**config.mk**
```make
export PLATFORM = sky130hd
export DESIGN_NAME = aimd_window_control_unit
export DESIGN_NICKNAME = d
export VERILOG_FILES = /design/src/hw/rtl/aimd_pkg.sv /design/src/hw/rtl/aimd_mul.sv /design/src/hw/rtl/aimd_recip_div.sv /design/src/hw/rtl/aimd_window_control_unit.sv
export VERILOG_INCLUDE_DIRS = /design/src /design/src/hw/rtl
export SDC_FILE = /design/constraint.sdc
export NUM_CORES = 2
export LEC_CHECK = 0
export ABC_AREA = 0
export ABC_CLOCK_PERIOD_IN_PS = 16400
export BUFFER_PORTS_ARGS = -buffer_cell sky130_fd_sc_hd__buf_2
export CAP_MARGIN = 15
export CORE_ASPECT_RATIO = 1.4
export CORE_UTILIZATION = 45
export CTS_CLUSTER_DIAMETER = 150
export DETAILED_ROUTE_END_ITERATION = 12
export SYNTH_ARGS = -nofsm -noshare
export SYNTH_HDL_FRONTEND = slang
export SYNTH_HIERARCHICAL = 1
export SYNTH_SLANG_ARGS = --single-unit
```
**constraint.sdc**
```tcl
create_clock -name clk -period 16.4 [get_ports clk]
set_input_delay 0.82 -clock clk [delete_from_list [all_inputs] [get_ports clk]]
set_output_delay 0.82 -clock clk [all_outputs]
set_load 0.01 [all_outputs]
```
**src/hw/rtl/aimd_window_control_unit_assert.svh**
```systemverilog
// Assertion macros for the AIMD window control unit
`ifndef AIMD_WINDOW_CONTROL_UNIT_ASSERT_SVH
`define AIMD_WINDOW_CONTROL_UNIT_ASSERT_SVH

// same-cycle implication
`define AIMD_ASSERT_NOW(label, ante, cons) \
  label: assert property (@(posedge clk) disable iff (rst) (ante) |-> (cons)) \
    else $error("aimd: same-cycle check failed");

// next-cycle implication
`define AIMD_ASSERT_NEXT(label, ante, cons) \
  label: assert property (@(posedge clk) disable iff (rst) (ante) |=> (cons)) \
    else $error("aimd: next-cycle check failed");

`endif

```
**src/hw/rtl/aimd_pkg.sv**
```systemverilog
// Package: types and constants of the AIMD window control unit
`timescale 1ns / 1ps

package aimd_pkg;

  localparam int REC_FRAC = 12;

  localparam logic [1:0] REQ_SENT    = 2'd0;
  localparam logic [1:0] REQ_DATA    = 2'd1;
  localparam logic [1:0] REQ_TIMEOUT = 2'd2;

  localparam logic [2:0] CFG_INITIAL_WINDOW    = 3'd0;
  localparam logic [2:0] CFG_DECREASE_FACTOR   = 3'd1;
  localparam logic [2:0] CFG_SUPPRESS_FACTOR   = 3'd2;
  localparam logic [2:0] CFG_CONSERVATIVE_MODE = 3'd3;
  localparam logic [2:0] CFG_HONOUR_MARKS      = 3'd4;

  typedef enum logic [2:0] {
    ST_IDLE,
    ST_EXEC,
    ST_GATE,
    ST_RP,
    ST_WIN,
    ST_DIV,
    ST_DONE
  } state_t;

  typedef struct packed {
    logic busy;
    logic done;
  } div_status_t;

endpackage

```
**src/hw/rtl/aimd_mul.sv**
```systemverilog
// Registered 32x16 unsigned multiplier shared by the reproduction-point and decrease paths
`timescale 1ns / 1ps

module aimd_mul (
  input  logic        clk,
  input  logic [31:0] a,
  input  logic [15:0] b,
  output logic [47:0] p
);

  always_ff @(posedge clk) begin
    p <= {16'd0, a} * {32'd0, b};
  end

endmodule

```
**src/hw/rtl/aimd_recip_div.sv**
```systemverilog
// Serial restoring divider: 2^(2*FRAC_BITS) / divisor, one quotient bit per cycle
`timescale 1ns / 1ps

module aimd_recip_div #(
  parameter int FRAC_BITS = 16
) (
  input  logic                       clk,
  input  logic                       rst,
  input  logic                       start,
  input  logic [31:0]                divisor,
  output logic [2*FRAC_BITS:0]       quotient,
  output aimd_pkg::div_status_t      status
);

  import aimd_pkg::*;

  localparam int QW = 2 * FRAC_BITS + 1;
  localparam int CW = $clog2(QW);

  logic [CW-1:0] cnt;
  logic [31:0]   rem;
  logic          busy;
  logic          done;
  logic          shift_in;
  logic [33:0]   trial;
  logic          fits;

  assign shift_in = (cnt == CW'(QW - 1));
  assign trial    = {1'b0, rem, shift_in} - {2'b00, divisor};
  assign fits     = !trial[33];

  always_ff @(posedge clk) begin
    if (rst) begin
      busy <= 1'b0;
      done <= 1'b0;
    end else begin
      done <= 1'b0;
      if (start) begin
        busy <= 1'b1;
      end else if (busy && cnt == '0) begin
        busy <= 1'b0;
        done <= 1'b1;
      end
    end
  end

  always_ff @(posedge clk) begin
    if (start) begin
      cnt      <= CW'(QW - 1);
      rem      <= '0;
      quotient <= '0;
    end else if (busy) begin
      cnt      <= cnt - 1'b1;
      rem      <= fits ? trial[31:0] : {rem[30:0], shift_in};
      quotient <= {quotient[QW-2:0], fits};
    end
  end

  assign status.busy = busy;
  assign status.done = done;

endmodule

```
**src/hw/rtl/aimd_window_control_unit.sv**
```systemverilog
// Top level: AIMD congestion window controller with conservative adaptation
//
//  channel   | dir | handshake                  | payload
//  s_axis    | in  | s_axis_tvalid/tready       | tdata seq_number, tuser req_type, mark
//  m_axis    | out | m_axis_tvalid/tready       | tdata window, outstanding, status bits
//  cfg       | in  | cfg_en                     | cfg_index, cfg_data
//
// One event per transaction; one result per event. Send, unused kind, ignored
// mark and increase below threshold go from execute straight to done; a decrease
// passes the gate, reproduction-point and window states; a suppressed one stops
// at the gate; an increase above threshold waits on the serial reciprocal divider.
// s_axis_tready is high only when idle; a finished event waits in the sequencer
// until the output register is free. Synchronous reset; no clearing pass.
`timescale 1ns / 1ps
`include "aimd_window_control_unit_assert.svh"

module aimd_window_control_unit #(
  parameter int FRAC_BITS = 16
) (
  input  logic        clk,
  input  logic        rst,
  input  logic        s_axis_tvalid,
  output logic        s_axis_tready,
  input  logic [31:0] s_axis_tdata,   // [31:0] seq_number
  input  logic [2:0]  s_axis_tuser,   // [1:0] req_type, [2] congestion_mark
  output logic        m_axis_tvalid,
  input  logic        m_axis_tready,
  output logic [55:0] m_axis_tdata,   // [31:0] window_size, [47:32] outstanding,
                                      // [48] send_now, [49] send_later,
                                      // [50] decreased, [55:51] zero
  input  logic        cfg_en,
  input  logic [2:0]  cfg_index,
  input  logic [15:0] cfg_data
);

  import aimd_pkg::*;

  localparam int QW = 2 * FRAC_BITS + 1;
  localparam int SW = ((QW > 32) ? QW : 32) + 1;

  state_t state, state_next;

  logic [1:0]  kind;
  logic [31:0] seq;
  logic        mark;
  logic        dec;

  logic [15:0] init_win;
  logic [15:0] dec_fac;
  logic [15:0] sup_fac;
  logic        cons;
  logic        honour;

  logic [31:0] window;
  logic [31:0] ssthresh;
  logic [31:0] ha;
  logic [31:0] nseq;
  logic [47:0] rp;
  logic [15:0] inflight;

  logic [55:0] out_data;
  logic        out_free;
  logic        accept;
  logic        load_out;
  logic        div_start;

  logic [47:0] init_sh;
  logic [31:0] init_q;
  logic [47:0] cfg_sh;
  logic [31:0] cfg_q;
  logic [31:0] diff;
  logic        gate_pass;
  logic [31:0] mul_a;
  logic [15:0] mul_b;
  logic [47:0] mul_p;
  logic [48:0] rp_sum;
  logic [31:0] ss_new;
  logic [32:0] add_one;
  logic [32:0] seq_inc;
  logic [SW-1:0] grow_sum;
  logic [47:0] inflight_sh;
  logic        send_now;
  logic        send_later;

  logic [QW-1:0] div_q;
  div_status_t   div_st;

  assign init_sh = {32'd0, init_win} << FRAC_BITS;
  assign init_q  = (|init_sh[47:32]) ? 32'hFFFF_FFFF : init_sh[31:0];
  assign cfg_sh  = {32'd0, cfg_data} << FRAC_BITS;
  assign cfg_q   = (|cfg_sh[47:32]) ? 32'hFFFF_FFFF : cfg_sh[31:0];

  assign diff      = (nseq > ha) ? (nseq - ha) : 32'd0;
  assign gate_pass = !cons || ({4'd0, ha, 12'd0} > rp);
  assign mul_a     = (state == ST_GATE) ? diff : window;
  assign mul_b     = (state == ST_GATE) ? sup_fac : dec_fac;
  assign rp_sum    = {5'd0, nseq, 12'd0} + {1'b0, mul_p};
  assign ss_new    = mul_p[47:16];
  assign add_one   = {1'b0, window} + (33'd1 << FRAC_BITS);
  assign seq_inc   = {1'b0, seq} + 33'd1;
  assign grow_sum  = SW'(window) + SW'(div_q);

  assign inflight_sh = {32'd0, inflight} << FRAC_BITS;
  assign send_now    = (window != 32'd0) && (inflight_sh < {16'd0, window});
  assign send_later  = (window == 32'd0);

  assign s_axis_tready = (state == ST_IDLE);
  assign accept        = s_axis_tvalid && s_axis_tready;
  assign out_free      = !m_axis_tvalid || m_axis_tready;

  aimd_mul u_mul (
    .clk (clk),
    .a   (mul_a),
    .b   (mul_b),
    .p   (mul_p)
  );

  aimd_recip_div #(
    .FRAC_BITS (FRAC_BITS)
  ) u_div (
    .clk      (clk),
    .rst      (rst),
    .start    (div_start),
    .divisor  (window),
    .quotient (div_q),
    .status   (div_st)
  );

  always_ff @(posedge clk) begin
    if (rst) begin
      state <= ST_IDLE;
    end else begin
      state <= state_next;
    end
  end

  always_comb begin
    state_next = state;
    div_start  = 1'b0;
    load_out   = 1'b0;
    case (state)
      ST_IDLE: begin
        if (accept) state_next = ST_EXEC;
      end
      ST_EXEC: begin
        case (kind)
          REQ_SENT: state_next = ST_DONE;
          REQ_DATA: begin
            if (mark) begin
              state_next = honour ? ST_GATE : ST_DONE;
            end else if (window < ssthresh || window == 32'd0) begin
              state_next = ST_DONE;
            end else begin
              state_next = ST_DIV;
              div_start  = 1'b1;
            end
          end
          REQ_TIMEOUT: state_next = ST_GATE;
          default: state_next = ST_DONE;
        endcase
      end
      ST_GATE: begin
        state_next = gate_pass ? ST_RP : ST_DONE;
      end
      ST_RP: state_next = ST_WIN;
      ST_WIN: state_next = ST_DONE;
      ST_DIV: begin
        if (div_st.done) state_next = ST_DONE;
      end
      ST_DONE: begin
        if (out_free) begin
          load_out   = 1'b1;
          state_next = ST_IDLE;
        end
      end
      default: state_next = ST_IDLE;
    endcase
  end

  always_ff @(posedge clk) begin
    if (accept) begin
      kind <= s_axis_tuser[1:0];
      mark <= s_axis_tuser[2];
      seq  <= s_axis_tdata;
    end
  end

  always_ff @(posedge clk) begin
    if (rst) begin
      init_win <= 16'd1;
      dec_fac  <= 16'd32768;
      sup_fac  <= 16'd2048;
      cons     <= 1'b1;
      honour   <= 1'b1;
    end else if (cfg_en) begin
      case (cfg_index)
        CFG_INITIAL_WINDOW:    init_win <= cfg_data;
        CFG_DECREASE_FACTOR:   dec_fac  <= cfg_data;
        CFG_SUPPRESS_FACTOR:   sup_fac  <= cfg_data;
        CFG_CONSERVATIVE_MODE: cons     <= cfg_data[0];
        CFG_HONOUR_MARKS:      honour   <= cfg_data[0];
        default: ;
      endcase
    end
  end

  always_ff @(posedge clk) begin
    if (rst) begin
      window   <= 32'd1 << FRAC_BITS;
      ssthresh <= 32'hFFFF_FFFF;
      ha       <= '0;
      nseq     <= '0;
      rp       <= '0;
      inflight <= '0;
      dec      <= 1'b0;
    end else begin
      if (cfg_en && cfg_index == CFG_INITIAL_WINDOW) window <= cfg_q;
      if (accept) dec <= 1'b0;
      case (state)
        ST_EXEC: begin
          case (kind)
            REQ_SENT: begin
              if (inflight != 16'hFFFF) inflight <= inflight + 1'b1;
              if (seq_inc[32]) begin
                nseq <= 32'hFFFF_FFFF;
              end else if (seq_inc[31:0] > nseq) begin
                nseq <= seq_inc[31:0];
              end
            end
            REQ_DATA: begin
              if (seq > ha) ha <= seq;
              if (inflight != 16'd0) inflight <= inflight - 1'b1;
              if (!mark) begin
                if (window < ssthresh) begin
                  window <= add_one[32] ? 32'hFFFF_FFFF : add_one[31:0];
                end else if (window == 32'd0) begin
                  window <= 32'hFFFF_FFFF;
                end
              end
            end
            REQ_TIMEOUT: begin
              if (inflight != 16'd0) inflight <= inflight - 1'b1;
            end
            default: ;
          endcase
        end
        ST_RP: begin
          rp <= rp_sum[48] ? 48'hFFFF_FFFF_FFFF : rp_sum[47:0];
        end
        ST_WIN: begin
          ssthresh <= ss_new;
          window   <= (ss_new < init_q) ? init_q : ss_new;
          dec      <= 1'b1;
        end
        ST_DIV: begin
          if (div_st.done) begin
            window <= (|grow_sum[SW-1:32]) ? 32'hFFFF_FFFF : grow_sum[31:0];
          end
        end
        default: ;
      endcase
    end
  end

  always_ff @(posedge clk) begin
    if (rst) begin
      m_axis_tvalid <= 1'b0;
    end else if (load_out) begin
      m_axis_tvalid <= 1'b1;
    end else if (m_axis_tready) begin
      m_axis_tvalid <= 1'b0;
    end
  end

  always_ff @(posedge clk) begin
    if (load_out) begin
      out_data <= {5'd0, dec, send_later, send_now, inflight, window};
    end
  end

  assign m_axis_tdata = out_data;

  `AIMD_ASSERT_NEXT(a_busy_after_accept, accept, !s_axis_tready)
  `AIMD_ASSERT_NOW(a_div_only_in_div, div_st.busy, state == ST_DIV)
  `AIMD_ASSERT_NOW(a_status_exclusive, m_axis_tvalid, !(m_axis_tdata[48] && m_axis_tdata[49]))
  `AIMD_ASSERT_NEXT(a_load_shows_result, load_out, m_axis_tvalid && s_axis_tready)

endmodule
```
# Yosys cells after proc, flatten, opt, wreduce, memory -nomap -nowiden
# Index checks and enable logic that the tools add are counted.
# classes
n_addsub	9
multipliers	1
order_cmp	7
n_eq_ne	19
n_mux	42
reduce_logical	34
# ops
op	n
32-bit 2-to-1 mux	14
32-bit greater-than comparator	3
32-bit less-than comparator	3
32-bit one-hot mux with 3 select lines	1
44-bit by 48-bit adder with 49-bit output	1
44-bit by 48-bit greater-than comparator with 1-bit output	1
32-bit by 16-bit multiplier with 48-bit output	1
16-bit 2-to-1 mux	3
48-bit 2-to-1 mux	1
32-bit by 33-bit adder with 34-bit output	1
33-bit by 32-bit subtractor with 34-bit output	1
32-bit by 1-bit adder with 33-bit output (second input constant)	1
32-bit by 17-bit adder with 33-bit output (second input constant)	1
32-bit zero test	1
16-bit one-hot mux with 2 select lines	1
32-bit nonzero test	1
32-bit subtractor	1
3-bit one-hot mux with 7 select lines	1
3-bit 2-to-1 mux	6
16-bit by 1-bit adder with 16-bit output (second input constant)	1
16-bit != test (second input constant)	1
16-bit nonzero test	1
16-bit by 1-bit subtractor with 16-bit output (second input constant)	1
1-bit 2-to-1 mux	13
other kinds (22)	52
# totals
reg_bits	454
inputBits	59

# Longest topological paths before layout
# depth
ltp_word	8
ltp_mapped	38
mapped_depth_nobuf	35

# Modules after synthesis
# Netlist, hierarchy kept.
# modules_own_cells
mod	n_inst	cells_per_inst	area_each_um2	seq_area_each_um2
aimd_window_control_unit	1	2809	23760.3	7527.2
aimd_mul	1	1968	17286.6	960.9
aimd_recip_div	1	581	4827.1	1461.4

# Worst setup path after synthesis
# No wires, ideal clock.
# synth_timing
path_type	register to register
start	reg ha[0]
end	reg u_mul.p[43]
setup_time_ns	0.122
arrival_ns	8.222
required_ns	16.278
slack_ns	8.056
stages_incl_launch_ff	33
path_buffers	2
synth_period_minus_slack_ns	8.344
cell_sequence	dfxtp_1 ha_1 inv_1 fa_1 a211oi_1 o211ai_1 a41oi_1 o211a_1 o221ai_1 nor2_1 o21a_1 nor3_1 buf_2 a22o_1 clkbuf_1 and2_1 fa_1 fa_1 fa_1 fa_1 fa_1 inv_1 fa_1 inv_1 ha_1 a21oi_1 o21ai_2 a2111oi_4 a21oi_2 a31oi_4 o21a_1 o21ai_2 xor2_1
# synth_between
elab_chain_len	4
word_cells_on_any_way	5
classes_between	1 x add/sub; 1 x mul; 1 x order compare; 2 x mux
# synth_rtl
item	line	text
start, declared	aimd_window_control_unit.sv:56	logic [31:0] ha;
start signal, assigned	aimd_window_control_unit.sv:231	if (seq > ha) ha <= seq;
32-bit subtractor or 32-bit greater-than comparator (tied branches)	aimd_window_control_unit.sv:93	assign diff = (nseq > ha) ? (nseq - ha) : 32'd0;
32-bit 2-to-1 mux (*)	aimd_window_control_unit.sv:93	
32-bit 2-to-1 mux (*)	aimd_window_control_unit.sv:95	assign mul_a = (state == ST_GATE) ? diff : window;
named net mul_a[3]	aimd_window_control_unit.sv:73	logic [31:0] mul_a;
32-bit by 16-bit multiplier with 48-bit output (*)	aimd_mul.sv:12	p <= {16'd0, a} * {32'd0, b};
end signal, assigned	aimd_mul.sv:12	
end, declared	aimd_mul.sv:8	output logic [47:0] p
# Mark *: on every way through the listed nets, which the timed path passes. The rest lies on a longest branch.
# A chain may end at the register's enable or synchronous reset.

# Worst setup path after layout
# layout_timing
start	reg nseq[0]
end	reg u_mul.p[43]
# layout_between
elab_chain_len	4
word_cells_on_any_way	5
classes_between	1 x add/sub; 1 x mul; 1 x order compare; 2 x mux
# layout_rtl
item	line	text
start, declared	aimd_window_control_unit.sv:57	logic [31:0] nseq;
start signal, assigned	aimd_window_control_unit.sv:227	nseq <= seq_inc[31:0];
32-bit subtractor or 32-bit greater-than comparator (tied branches)	aimd_window_control_unit.sv:93	
32-bit 2-to-1 mux (*)	aimd_window_control_unit.sv:93	
32-bit 2-to-1 mux (*)	aimd_window_control_unit.sv:95	
named net mul_a[13]	aimd_window_control_unit.sv:73	
32-bit by 16-bit multiplier with 48-bit output (*)	aimd_mul.sv:12	
# Marks and branches as above.

==> impl_summary.md <==
STA
Setup repair after global routing left no endpoint under its margin. For the final database, setup skew stands at about 0.048 ns. The hold violation total from the final report is 0. In the finished design, the share of the clock period the worst path needs comes to 0.620.

Counting I/O delays and the setup requirement, the final critical path takes 10.17 ns. The worst path setup slack after routing is 6.23 ns. The worst-margin pin slew is 1.18 ns. Setup violations remaining at the end of the flow were counted as 0. After routing, the total negative slack on setup checks comes to 0 ns.

Based on the critical path, the design can be clocked at up to 0.0983 GHz. The final number of max-transition violations is 0. In this run the tightest slew margin relative to its limit is 0.210.

Floorplan
The die is 380 um tall. 117 I/O pins were placed. The area of the die is between 0.1 and 0.15 mm2. The die span in x is 272 um. The standard-cell row count is 138. The starting density of the core is 0.454. The total area inside the core boundary comes to 0.101 mm2.

Setup path
The critical path start-end classification is register to register. Together, buffers and inverters on the worst path number 6. STA classifies the critical path startpoint as a register. The library cell contributing the largest single delay on the critical path is a22o_1. Along the worst path, the maximum fanout reaches 19. The worst setup path is captured at a register. The top cell family by delay on the critical path is adder cells. In this design, the critical path's most frequently occurring cell is fa_1. The arrival time at the worst endpoint is ~11 ns. The required time at the worst-slack endpoint is 16.94 ns. The highest cell delay on the worst timing path is 0.84 ns.

Routing
The detail-routed via count per cell is 5.79. For this block, the routed nets add up to 149000 um of wire. The count of nets left with antenna violations after detail routing is 0. The first detailed-routing pass took 6 iterations. In the final routed layout, each cell accounts on average for around 22 um. The via count is 38700. For this block, the initial DRC count from the detailed router was 2929. In the routed design, unresolved DRC markers number 0.

Yosys
Yosys printed 6 warnings. The gate count after technology mapping is 5357. The average footprint of a synthesized cell is 8.56 um2. The combined area of all synthesized cells is 0.0459 mm2.

Global route
The pin count of the biggest net entering global routing is 88. Across every metal layer, demand over resource in global routing totals 0.287. The number of antenna violations at the first check in global routing was 1. The via count of the first global-routing pass is 39600. The first global-routing pass estimated 231000 um of wire. Global routing finished with a remaining overflow of 0.

Status
The run finished with clean final reports.

Hold path
The path class of the tightest hold or removal check is input port to register.

CTS
The number of H-tree branching levels is 2. For this design, the CTS-stage hold fixing added 0 buffers. The number of buffers inserted by post-CTS setup repair is 0.

The clock reaches the later pin of the worst-skew pair after roughly 0.65 ns. After clock tree synthesis, the clock-pin slew on the worst setup and hold paths is 0.07 ns. TritonCTS built the clock tree. The number of clock buffers inserted by TritonCTS is 47. Clock tree synthesis selected as its root buffer the cell clkbuf_16. No sink is reached through more buffers than the 3 on the longest clock path. The total clock sinks is around 450. After clock tree synthesis, the repair step resized 0 gates.

Layout
The share of final-layout standard cells stronger than drive strength 1 is 0.0588. The library cell used most frequently in the layout, excluding fill and tap cells, is inv_1. Excluding fillers, the count of instances in the completed layout stands at 6674. The area growth from synthesis to final layout is 7.02%. The number of nets in the layout is 6215. The top cell types in the final layout, fill and taps aside, are inv_1, nand2_1, ha_1.

The fill cell instance count of the final layout is 9847. The repair_antennas step left the layout with diodes totalling 0.

Placed design
The placer's final routability congestion estimate is 0.976. OpenSTA, run right after detailed placement, puts the worst setup slack at 6.33 ns. The wire-length estimate of the detail-placed layout is around 110000 um.

The number of I/O port buffers is 111. Once placement completed, the tool counted placed cells totaling between 6000 and 7000.

Power and ir drop
For this design the ratio of total power to cell area is 111 mW/mm2. The static leakage is 21.6 nW. The peak supply drop is 97.5 uV.

Job
The tool flagged a number of max-cap violations equal to 0.
-- routing by layer --
metal	share of wire	GRT usage
met5	0	0
met4	0.058	0.157
met3	0.042	0.0296
met2	0.51	0.519
met1	0.39	0.329
-- worst register-to-register path: cells and delay by family (launching register included) --
kind	cells	cell delay (ns)
xor+xnor	1	0.14
compound gates	12	3.40
buf+inv	6	0.71
fa+ha+maj	9	4.01
flops	1	0.36
simple gates	5	1.46
-- flip-flops by register name (all words and copies together), names as in the netlist, 32 cells and up --
register	count
rp	48
ssthresh	32
u_div/quotient	33
m_axis_tdata	51
u_mul/p	48
seq	32
ha	32
u_div/rem	32
window	32
nseq	32
-- path summary, 6_finish.rpt --
kind,startpoint,end,slack [ns],cells past startpoint
setup / recovery,nseq[0],u_mul/p[43],6.23,33
hold / removal,s_axis_tdata[22],seq[22],0.35,1
setup reg to reg,nseq[0],u_mul/p[43],6.23,33
hold reg to reg,dec,m_axis_tdata[50],0.42,0
-- through the flow --
step | util | hold WS [ns] | area [um2] | power, W
floorplan | - | 0.409 | 45900 | 0.00336
global placement | 0.469 | 0.416 | 47400 | 0.00424
detailed placement | 0.469 | 0.424 | 47400 | 0.00425
CTS | 0.486 | 0.321 | 49100 | 0.00545
global route | 0.486 | 0.336 | 49100 | 0.00579
finish | 0.486 | 0.351 | 49100 | 0.00547
-- area by class of cell --
class | instances | area [um2] | area share
repair buffers | 156 | 923 | 0.0188
clock inverters | 25 | 340 | 0.00693
well taps | 1330 | 1660 | 0.0339
flip-flops and latches | 454 | 9950 | 0.203
multi-input cells | 3900 | 32100 | 0.654
clock buffers | 63 | 1310 | 0.0266
inverters | 746 | 2800 | 0.0571
-- power breakdown --
part / internal, W / switching, W / total, W / leakage (nW)
Sequential: 0.00131 / 0.000237 / 0.00154 / 3.80
Clock: 0.000663 / 0.000518 / 0.00118 / 0.806
Combinational: 0.000995 / 0.00175 / 0.00274 / 17.0
Total: 0.00296 / 0.00250 / 0.00547 / 21.6
No activity file was read; power rests on OpenSTA's default activity.
